### src/lnef_pkg.sv
// Package for the line numbering and escape filter.
// Holds the register codes, the character constants and the run descriptor
// type shared by the front, the descriptor queue and the back. No dependencies.
package lnef_pkg;

   // Configuration port
   localparam int CSR_INDEX_W = 3;
   localparam int CSR_DATA_W  = 1;

   localparam logic [CSR_INDEX_W-1:0] CSR_NUMBER_LINES         = 3'd0;
   localparam logic [CSR_INDEX_W-1:0] CSR_NUMBER_NONBLANK_ONLY = 3'd1;
   localparam logic [CSR_INDEX_W-1:0] CSR_SHOW_LINE_ENDS       = 3'd2;
   localparam logic [CSR_INDEX_W-1:0] CSR_SQUEEZE_BLANK_LINES  = 3'd3;
   localparam logic [CSR_INDEX_W-1:0] CSR_SHOW_TABS            = 3'd4;
   localparam logic [CSR_INDEX_W-1:0] CSR_SHOW_NONPRINTING     = 3'd5;

   typedef struct packed {
      logic number_lines;
      logic number_nonblank_only;
      logic show_line_ends;
      logic squeeze_blank_lines;
      logic show_tabs;
      logic show_nonprinting;
   } csr_type;

   // Run layout: optional number prefix (six digits and a tab), then a body
   localparam int DIGITS     = 6;
   localparam int PREFIX_LEN = DIGITS + 1;
   localparam int BODY_MAX   = 4;

   typedef logic [DIGITS-1:0][3:0] bcd_type;   // element 0 is the least significant digit

   localparam bcd_type BCD_ONE = 24'h000001;

   typedef struct packed {
      logic                       has_number;
      bcd_type                    number_bcd;
      logic [2:0]                 body_len;    // 1 to BODY_MAX
      logic [BODY_MAX-1:0][7:0]   body;        // element 0 goes out first
   } run_desc_type;

   // Characters
   localparam logic [7:0] CHAR_TAB      = 8'h09;
   localparam logic [7:0] CHAR_NEWLINE  = 8'h0A;
   localparam logic [7:0] CHAR_SPACE    = 8'h20;
   localparam logic [7:0] CHAR_DOLLAR   = 8'h24;
   localparam logic [7:0] CHAR_DASH     = 8'h2D;
   localparam logic [7:0] CHAR_ZERO     = 8'h30;
   localparam logic [7:0] CHAR_QUESTION = 8'h3F;
   localparam logic [7:0] CHAR_M        = 8'h4D;
   localparam logic [7:0] CHAR_CARET    = 8'h5E;
   localparam logic [7:0] CHAR_DEL      = 8'h7F;
   localparam logic [7:0] CTRL_LIMIT    = 8'h20;
   localparam logic [7:0] CTRL_OFFSET   = 8'h40;

endpackage

### src/lnef_front.sv
// Front of the line numbering and escape filter: takes one byte a cycle
// while the queue is not full, tracks line state and the BCD line counter,
// and builds a run descriptor. Depends on lnef_pkg.
module lnef_front (
   input  logic                  clock,
   input  logic                  reset,
   input  lnef_pkg::csr_type     csr,
   input  logic                  push,
   input  logic [7:0]            req_in_byte,
   input  logic                  queue_full,
   output logic                  full,
   output logic                  desc_push,
   output lnef_pkg::run_desc_type desc
);
   import lnef_pkg::*;

   logic    inside_line_ff, inside_line_in;
   logic    after_blank_ff, after_blank_in;
   bcd_type line_bcd_ff, line_bcd_in;
   bcd_type bcd_inc;
   logic    carry;

   logic       accept;
   logic       is_newline;
   logic       drop;
   logic       escape;
   logic [7:0] low;
   logic [7:0] tail0, tail1;
   logic [2:0] tail_len;

   assign full       = queue_full;
   assign accept     = push && !queue_full;
   assign is_newline = (req_in_byte == CHAR_NEWLINE);
   assign drop       = is_newline && !inside_line_ff && csr.squeeze_blank_lines
                       && after_blank_ff;
   assign desc_push  = accept && !drop;

   // Saturating BCD increment; a carry out of the top digit means 999999
   always_comb begin
      bcd_inc = line_bcd_ff;
      carry   = 1'b1;
      for (int i = 0; i < DIGITS; i++) begin
         if (carry) begin
            if (line_bcd_ff[i] == 4'd9) begin
               bcd_inc[i] = 4'd0;
            end else begin
               bcd_inc[i] = line_bcd_ff[i] + 4'd1;
               carry      = 1'b0;
            end
         end
      end
   end

   // Escape tail for the low seven bits
   assign escape = csr.show_nonprinting && !(req_in_byte == CHAR_TAB && !csr.show_tabs);
   assign low    = {1'b0, req_in_byte[6:0]};

   always_comb begin
      if (low < CTRL_LIMIT) begin
         tail0    = CHAR_CARET;
         tail1    = low + CTRL_OFFSET;
         tail_len = 3'd2;
      end else if (low == CHAR_DEL) begin
         tail0    = CHAR_CARET;
         tail1    = CHAR_QUESTION;
         tail_len = 3'd2;
      end else begin
         tail0    = low;
         tail1    = low;
         tail_len = 3'd1;
      end
   end

   // Descriptor
   always_comb begin
      desc.number_bcd = line_bcd_ff;
      desc.body       = '{default: CHAR_NEWLINE};
      if (is_newline) begin
         desc.has_number = csr.number_lines && !csr.number_nonblank_only && !inside_line_ff;
         if (csr.show_line_ends) begin
            desc.body[0]  = CHAR_DOLLAR;
            desc.body[1]  = CHAR_NEWLINE;
            desc.body_len = 3'd2;
         end else begin
            desc.body[0]  = CHAR_NEWLINE;
            desc.body_len = 3'd1;
         end
      end else begin
         desc.has_number = csr.number_lines && !inside_line_ff;
         if (escape && req_in_byte[7]) begin
            desc.body[0]  = CHAR_M;
            desc.body[1]  = CHAR_DASH;
            desc.body[2]  = tail0;
            desc.body[3]  = tail1;
            desc.body_len = tail_len + 3'd2;
         end else if (escape) begin
            desc.body[0]  = tail0;
            desc.body[1]  = tail1;
            desc.body_len = tail_len;
         end else begin
            desc.body[0]  = req_in_byte;
            desc.body_len = 3'd1;
         end
      end
   end

   // Line state
   always_comb begin
      inside_line_in = inside_line_ff;
      after_blank_in = after_blank_ff;
      line_bcd_in    = line_bcd_ff;
      if (desc_push) begin
         if (is_newline) begin
            if (!inside_line_ff) after_blank_in = 1'b1;
            inside_line_in = 1'b0;
         end else begin
            inside_line_in = 1'b1;
            after_blank_in = 1'b0;
         end
         if (desc.has_number && !carry) line_bcd_in = bcd_inc;
      end
   end

   always_ff @(posedge clock) begin
      if (reset) begin
         inside_line_ff <= 1'b0;
         after_blank_ff <= 1'b0;
         line_bcd_ff    <= BCD_ONE;
      end else begin
         inside_line_ff <= inside_line_in;
         after_blank_ff <= after_blank_in;
         line_bcd_ff    <= line_bcd_in;
      end
   end

endmodule

### src/lnef_queue.sv
// Descriptor queue between the front and the back of the filter.
// Plain register FIFO with a fill count. Depends on lnef_pkg.
module lnef_queue #(
   parameter int DEPTH = 4
) (
   input  logic                   clock,
   input  logic                   reset,
   input  logic                   push,
   input  lnef_pkg::run_desc_type push_desc,
   input  logic                   pop,
   output lnef_pkg::run_desc_type head_desc,
   output logic                   full,
   output logic                   empty
);
   import lnef_pkg::*;

   localparam int PTR_W = $clog2(DEPTH);
   localparam int CNT_W = $clog2(DEPTH + 1);
   localparam logic [PTR_W-1:0] LAST_PTR = PTR_W'(DEPTH - 1);
   localparam logic [CNT_W-1:0] FULL_CNT = CNT_W'(DEPTH);

   run_desc_type     entries_ff [DEPTH];
   logic [PTR_W-1:0] wr_ptr_ff, wr_ptr_in;
   logic [PTR_W-1:0] rd_ptr_ff, rd_ptr_in;
   logic [CNT_W-1:0] count_ff, count_in;
   logic             do_push, do_pop;

   assign full      = (count_ff == FULL_CNT);
   assign empty     = (count_ff == '0);
   assign do_push   = push && !full;
   assign do_pop    = pop && !empty;
   assign head_desc = entries_ff[rd_ptr_ff];

   always_comb begin
      wr_ptr_in = wr_ptr_ff;
      rd_ptr_in = rd_ptr_ff;
      count_in  = count_ff;
      if (do_push) wr_ptr_in = (wr_ptr_ff == LAST_PTR) ? '0 : wr_ptr_ff + 1'b1;
      if (do_pop)  rd_ptr_in = (rd_ptr_ff == LAST_PTR) ? '0 : rd_ptr_ff + 1'b1;
      if (do_push && !do_pop) count_in = count_ff + 1'b1;
      if (do_pop && !do_push) count_in = count_ff - 1'b1;
   end

   always_ff @(posedge clock) begin
      if (do_push) entries_ff[wr_ptr_ff] <= push_desc;
   end

   always_ff @(posedge clock) begin
      if (reset) begin
         wr_ptr_ff <= '0;
         rd_ptr_ff <= '0;
         count_ff  <= '0;
      end else begin
         wr_ptr_ff <= wr_ptr_in;
         rd_ptr_ff <= rd_ptr_in;
         count_ff  <= count_in;
      end
   end

endmodule

### src/lnef_back.sv
// Back of the filter: walks the head descriptor one word a cycle while the
// output register is free or being drained, and holds the current word there. Depends on lnef_pkg.
module lnef_back (
   input  logic                   clock,
   input  logic                   reset,
   input  lnef_pkg::run_desc_type head_desc,
   input  logic                   head_valid,
   output logic                   head_pop,
   input  logic                   pop,
   output logic                   empty,
   output logic [7:0]             rsp_out_byte,
   output logic                   rsp_last_of_run
);
   import lnef_pkg::*;

   logic [3:0] run_index_ff, run_index_in;
   logic       rsp_valid_ff, rsp_valid_in;
   logic [7:0] rsp_byte_ff;
   logic       rsp_last_ff;

   logic [3:0] prefix;
   logic [3:0] run_len;
   logic [3:0] body_pos;
   logic       is_last;
   logic       load;
   logic [7:0] cur_byte;
   logic [7:0] digit_char [DIGITS];
   logic       zero_so_far;

   assign prefix   = head_desc.has_number ? 4'(PREFIX_LEN) : 4'd0;
   assign run_len  = prefix + {1'b0, head_desc.body_len};
   assign body_pos = run_index_ff - prefix;
   assign is_last  = (run_index_ff == run_len - 4'd1);

   // Digits most significant first; blank leading zeros, keep the last digit
   always_comb begin
      zero_so_far = 1'b1;
      for (int p = 0; p < DIGITS; p++) begin
         zero_so_far = zero_so_far && (head_desc.number_bcd[DIGITS-1-p] == 4'd0);
         if (zero_so_far && p != DIGITS - 1) begin
            digit_char[p] = CHAR_SPACE;
         end else begin
            digit_char[p] = CHAR_ZERO + {4'd0, head_desc.number_bcd[DIGITS-1-p]};
         end
      end
   end

   always_comb begin
      if (head_desc.has_number && run_index_ff < 4'(DIGITS)) begin
         cur_byte = digit_char[run_index_ff[2:0]];
      end else if (head_desc.has_number && run_index_ff == 4'(DIGITS)) begin
         cur_byte = CHAR_TAB;
      end else begin
         cur_byte = head_desc.body[body_pos[1:0]];
      end
   end

   // Load the output register whenever it is free or being drained
   assign load     = head_valid && (!rsp_valid_ff || pop);
   assign head_pop = load && is_last;

   always_comb begin
      run_index_in = run_index_ff;
      if (load) run_index_in = is_last ? 4'd0 : run_index_ff + 4'd1;
      rsp_valid_in = load || (rsp_valid_ff && !pop);
   end

   always_ff @(posedge clock) begin
      if (reset) begin
         run_index_ff <= 4'd0;
         rsp_valid_ff <= 1'b0;
      end else begin
         run_index_ff <= run_index_in;
         rsp_valid_ff <= rsp_valid_in;
      end
   end

   always_ff @(posedge clock) begin
      if (load) begin
         rsp_byte_ff <= cur_byte;
         rsp_last_ff <= is_last;
      end
   end

   assign empty           = !rsp_valid_ff;
   assign rsp_out_byte    = rsp_byte_ff;
   assign rsp_last_of_run = rsp_last_ff;

endmodule

### src/text_line_number_escape_filter_unit.sv
// Top level of the line numbering and escape filter.
// Instantiates lnef_front, lnef_queue and lnef_back; depends on lnef_pkg.
//
// Text filter in the manner of cat -n/-b/-E/-s/-T/-v. Each input word is one
// byte of text; it turns into a run of zero to eleven output words, the last
// of which carries rsp_last_of_run. The front takes a byte every cycle while
// full is low, updates line state and the saturating BCD line counter
// (999999 repeats once reached) and writes a run descriptor into a queue of
// QUEUE_DEPTH entries; a squeezed blank line writes nothing. The back walks
// the oldest descriptor into a single output register, one output word per
// cycle while that register is free or being popped; a plain text byte gives
// one word, a numbered, escaped high control byte up to eleven. The output
// register sets the output pace; the queue absorbs bursts so input and
// output stall independently. A word reaches the output through the queue
// entry and then the output register. Registers are written through
// csr_write_enable, csr_index and csr_data (bit 0); the user must write them
// only while the block is idle, which the block itself does not enforce;
// indexes past the last register are ignored. Reset is synchronous and clears
// the control state, the registers to zero and the line counter to one.
module text_line_number_escape_filter_unit #(
   parameter int QUEUE_DEPTH = 4
) (
   input  logic                            clock,
   input  logic                            reset,
   // input channel
   input  logic                            push,
   output logic                            full,
   input  logic [7:0]                      req_in_byte,
   // result channel
   output logic                            empty,
   input  logic                            pop,
   output logic [7:0]                      rsp_out_byte,
   output logic                            rsp_last_of_run,
   // configuration
   input  logic                            csr_write_enable,
   input  logic [lnef_pkg::CSR_INDEX_W-1:0] csr_index,
   input  logic [lnef_pkg::CSR_DATA_W-1:0]  csr_data
);
   import lnef_pkg::*;

   csr_type      csr_ff, csr_in;
   logic         desc_push;
   run_desc_type front_desc;
   run_desc_type head_desc;
   logic         queue_full, queue_empty;
   logic         head_pop;

   // Register writes: decode the index, drop writes past the last register
   always_comb begin
      csr_in = csr_ff;
      if (csr_write_enable) begin
         case (csr_index)
            CSR_NUMBER_LINES:         csr_in.number_lines         = csr_data[0];
            CSR_NUMBER_NONBLANK_ONLY: csr_in.number_nonblank_only = csr_data[0];
            CSR_SHOW_LINE_ENDS:       csr_in.show_line_ends       = csr_data[0];
            CSR_SQUEEZE_BLANK_LINES:  csr_in.squeeze_blank_lines  = csr_data[0];
            CSR_SHOW_TABS:            csr_in.show_tabs            = csr_data[0];
            CSR_SHOW_NONPRINTING:     csr_in.show_nonprinting     = csr_data[0];
            default:                  csr_in = csr_ff;
         endcase
      end
   end

   always_ff @(posedge clock) begin
      if (reset) begin
         csr_ff <= '0;
      end else begin
         csr_ff <= csr_in;
      end
   end

   // Classify each byte and build its run descriptor
   lnef_front u_front (
      .clock       (clock),
      .reset       (reset),
      .csr         (csr_ff),
      .push        (push),
      .req_in_byte (req_in_byte),
      .queue_full  (queue_full),
      .full        (full),
      .desc_push   (desc_push),
      .desc        (front_desc)
   );

   // Hold descriptors until the back gets to them
   lnef_queue #(
      .DEPTH (QUEUE_DEPTH)
   ) u_queue (
      .clock     (clock),
      .reset     (reset),
      .push      (desc_push),
      .push_desc (front_desc),
      .pop       (head_pop),
      .head_desc (head_desc),
      .full      (queue_full),
      .empty     (queue_empty)
   );

   // Expand the oldest descriptor into output words
   lnef_back u_back (
      .clock           (clock),
      .reset           (reset),
      .head_desc       (head_desc),
      .head_valid      (!queue_empty),
      .head_pop        (head_pop),
      .pop             (pop),
      .empty           (empty),
      .rsp_out_byte    (rsp_out_byte),
      .rsp_last_of_run (rsp_last_of_run)
   );

   // Reset leaves both sides drained
   a_reset_drained: assert property (@(posedge clock)
      reset |=> (empty && !full))
      else $error("block not drained after reset");

   // A descriptor written into the queue is still waiting there next cycle
   a_push_lands: assert property (@(posedge clock) disable iff (reset)
      desc_push |=> !queue_empty)
      else $error("pushed descriptor lost from the queue");

   // With nothing queued, nothing held and nothing arriving, no word appears
   a_no_invented_word: assert property (@(posedge clock) disable iff (reset)
      (queue_empty && empty && !desc_push) |=> empty)
      else $error("output word appeared without a descriptor");

endmodule

### config.mk
export PLATFORM = sky130hd
export DESIGN_NAME = text_line_number_escape_filter_unit
export DESIGN_NICKNAME = d
export VERILOG_FILES = /design/src/lnef_pkg.sv /design/src/lnef_front.sv /design/src/lnef_queue.sv /design/src/lnef_back.sv /design/src/text_line_number_escape_filter_unit.sv
export SDC_FILE = /design/constraint.sdc
export NUM_CORES = 1
export LEC_CHECK = 0
export ABC_AREA = 1
export BUFFER_PORTS_ARGS = -buffer_cell sky130_fd_sc_hd__buf_2
export CELL_PAD_IN_SITES_DETAIL_PLACEMENT = 1
export CELL_PAD_IN_SITES_GLOBAL_PLACEMENT = 2
export CORE_UTILIZATION = 45
export CTS_CLUSTER_DIAMETER = 50
export DETAILED_ROUTE_END_ITERATION = 10
export PLACE_DENSITY = 0.88
export SLEW_MARGIN = 40
export SYNTH_ARGS = -nofsm -noshare
export SYNTH_HDL_FRONTEND = slang
export SYNTH_HIERARCHICAL = 1
export SYNTH_SLANG_ARGS = --single-unit
### constraint.sdc
create_clock -name clock -period 12.8 [get_ports clock]
set_input_delay 0.64 -clock clock [delete_from_list [all_inputs] [get_ports clock]]
set_output_delay 0.64 -clock clock [all_outputs]
set_load 0.02 [all_outputs]
==> flow_metrics.tcl <==
set metrics [dict create \
    outcome "complete, no violations" \
    ys_ff_latch 295 \
    finalHoldViolCount 0 \
    yosysMostFrequentCell "edfxtp_1" \
    io_buffers 27 \
    synthCells 1264 \
    fmax_mhz 198 \
    avgRoutedWirePerCell_um 19.5 \
    critPathArrivalTime_ps 5460 \
    die-height_um 175 \
    dr.pass1.iters 5 \
    grt_max_degree 73 \
    drtAntennaViolNets 0 \
    power_frac_seq_pct 42.9 \
    slew_viol_final 0 \
    cellLeakagePower_nw 5.65 \
    intPower_mw 1.94 \
    cts_buffers 36 \
    max_slew_margin_pct 46.7 \
    core_um2 29000 \
    use_met1_pct 29.7 \
    grt.total_usage_pct 22.0 \
    met2_usage_pct 37.2 \
    cts.sinks 295 \
    syn_area_per_cell_um2 10.6 \
    reg2reg_depth 26 \
    ioPinCount 28 \
    n_antenna_cell 0 \
    rows 62 \
    crit_fanout 62 \
    path_class "reg -> reg" \
    num_vias 9222 \
    period_needed_ps 5060 \
    h-tree-depth 2 \
    busiest_layer "met2" \
    cts_hold_buf 0 \
    worstSetupStartpointType "flip-flop" \
    hold_path_class "in -> reg" \
    rsz0062_at_grt "no" \
    clk_pin_slew_ps 60 \
    grt_pass1_wl_um 52200 \
    switching_share_pct 27.1 \
    setup-violations-final 0 \
    ys_warn_count 6 \
    drc 0 \
    grt_overflow 0 \
    use_met3_pct 3.09 \
    finalClockSkew_ps 17.0 \
    viasPerCell 5.45 \
    tightest_slew_ps 799 \
    grt_pass1_vias 9606 \
    syn-cell-area_um2 13400 \
    cts_buffer_depth 3 \
    ys_types 44 \
    async_flop_share_pct 0 \
    p_clk_share_pct 41.5 \
    layout-drive-gt1-share_pct 14.0 \
    ir_drop_v 0.0000861 \
    p_comb_share_pct 15.6 \
    min_delay_path_depth 4 \
    clock-root-buffer "clkbuf_16" \
    synth_top_cells_by_area "edfxtp_1, dfxtp_1, nor2_1" \
    fin_crit_sh_pct 39.5 \
    cp.required_ps 13200 \
    post_cts_buffers 0 \
    fillers 3152 \
    netSwitchingPower_mw 0.724 \
    seq_area_frac_synth_pct 62.6 \
    post-route-util_pct 51.9 \
    synth_edf_count 249 \
    initial_utilization_pct 46.2 \
    postCtsResizedCells 0 \
    synth_commonest_cells "edfxtp_1, nor2_1, nand2_1" \
    final_nets 1313 \
    yosys.area.top_type "edfxtp_1" \
    clk_latency_ps 520 \
    cap_violations 0 \
    synth_flop_cell "edfxtp_1" \
    netlist.area_leader.share_pct 55.8 \
    dr.first_iter.drc_count 497 \
    die-area_um2 30500 \
    total_power_mw 2.67 \
    p_per_area_nw_per_um2 177 \
    wl_um 32900 \
    finalWeightedCongestion 0.784 \
    cts_tree "built" \
    endpoint_kind "flip-flop" \
    dp_hpwl_um 19900 \
    antenna_found_initial 0 \
    synthToLayoutAreaGrowth_pct 12.4 \
    setup-tns-final_ps 0 \
    die_w_um 175 \
]
-- per-stage QoR --
stage,worst slack (ps),instances,area (um^2),hold slack [ps]
2_1_floorplan,8530,1266,13400,452
3_3_place_gp,8020,1627,13700,468
3_5_place_dp,7840,1627,13800,477
4_1_cts,7690,1693,15100,412
5_1_grt,7320,1693,15100,466
6_report,7740,1693,15100,428
-- final cells by class --
class                           instances  area (um^2)  area share, %
Inverter                              118          448           2.97
Timing Repair Buffer                   35          210           1.40
Sequential cell                       295         8400           55.8
Clock buffer                           39          933           6.19
Multi-Input combinational cell        795         4220           28.0
Tap cell                              384          480           3.19
Clock inverter                         27          374           2.48
-- worst paths after layout --
check,from,slack [ps],to
min reg2reg,csr_ff[2],490,csr_ff[2]
min,pop,430,u_back/rsp_valid_ff
max,flip-flop,7740,u_queue/count_ff[2]
max reg2reg,flip-flop,7740,u_queue/count_ff[2]
-- layer usage --
metal | part of all wire (%) | up-vias
met3 | 4.4 | 55
met2 | 49 | 191
met4 | 1.9 | 0
met5 | 0 | -
li1 | - | 4395
met1 | 45 | 4581
-- power groups by stage --
stage                     logic [mW]  registers [mW]  clock network, mW
after detailed placement       0.414            1.16                  0
after global routing           0.457            1.15               1.16
final                          0.416            1.14               1.11
after global placement         0.398            1.16                  0
after CTS                      0.420            1.14               1.13
after floorplan                0.293            1.16                  0
-- state kept, by name (all words and copies together) (netlist names), named ones only --
register / cells
u_queue/wr_ptr_ff: 2
u_back/rsp_last_of_run: 1
u_front/inside_line_ff: 1
u_front/desc: 24
u_front/after_blank_ff: 1
u_queue/entries_ff: 240
csr_ff: 6
u_back/rsp_out_byte: 8
u_queue/count_ff: 3
u_back/run_index_ff: 4
u_queue/rd_ptr_ff: 2
u_back/rsp_valid_ff: 1
-- cells by family (layout without fill, tap and decap cells) --
logic type                 after synthesis  in the layout  share of synthesized area [%]
xor gates and xnor gates                14             14                          0.914
other                                    1              3                         0.0280
adders and majority gates               15             15                           1.51
buffers and inverters                  176            219                           6.25
DFF                                    295            295                           62.6
muxes                                    4              4                          0.299
AOI/OAI and AO/OA                      259            259                           11.4
and+or+nand+nor                        500            500                           17.0
-- worst max-delay path: stages (launching register included) --
cell and delay, ps:
dfxtp_4 510, inv_4 590, buf_4 710, o21ai_1 120, o22ai_1 140, inv_1 60
ha_1 280, inv_1 60, ha_1 140, inv_1 60, fa_1 440, xor2_1 230
nand2_1 90, nand2_1 80, nand4_1 120, inv_1 140, nand2_1 110, inv_1 80
ha_1 160, inv_1 70, fa_1 390, inv_1 60, nand2_1 60, nand3_1 80
nand2_1 60, inv_1 50, nor2_1 30
-- cell usage in the layout (no fill, tap or decap), types with 3 or more instances in the layout --
master and instances:
nand4_1 22, bufinv_16 9, clkinv_4 3, o22ai_1 42, buf_2 27, conb_1 3, edfxtp_1 249, o22ai_2 20
a21oi_1 33, nand2_2 7, o21ai_0 108, buf_4 4, clkinv_1 13, o21ai_1 49, xor2_1 12, inv_2 8
nor2_4 9, nor2_2 25, nand3_2 5, nand3b_1 4, mux2i_1 4, buf_6 4, nor3_1 8, clkbuf_16 37
nand2_1 152, ha_1 13, inv_6 3, nand3_1 35, dfxtp_1 44, inv_1 104, nor2_1 221
Power figures use the tool's default switching activity.
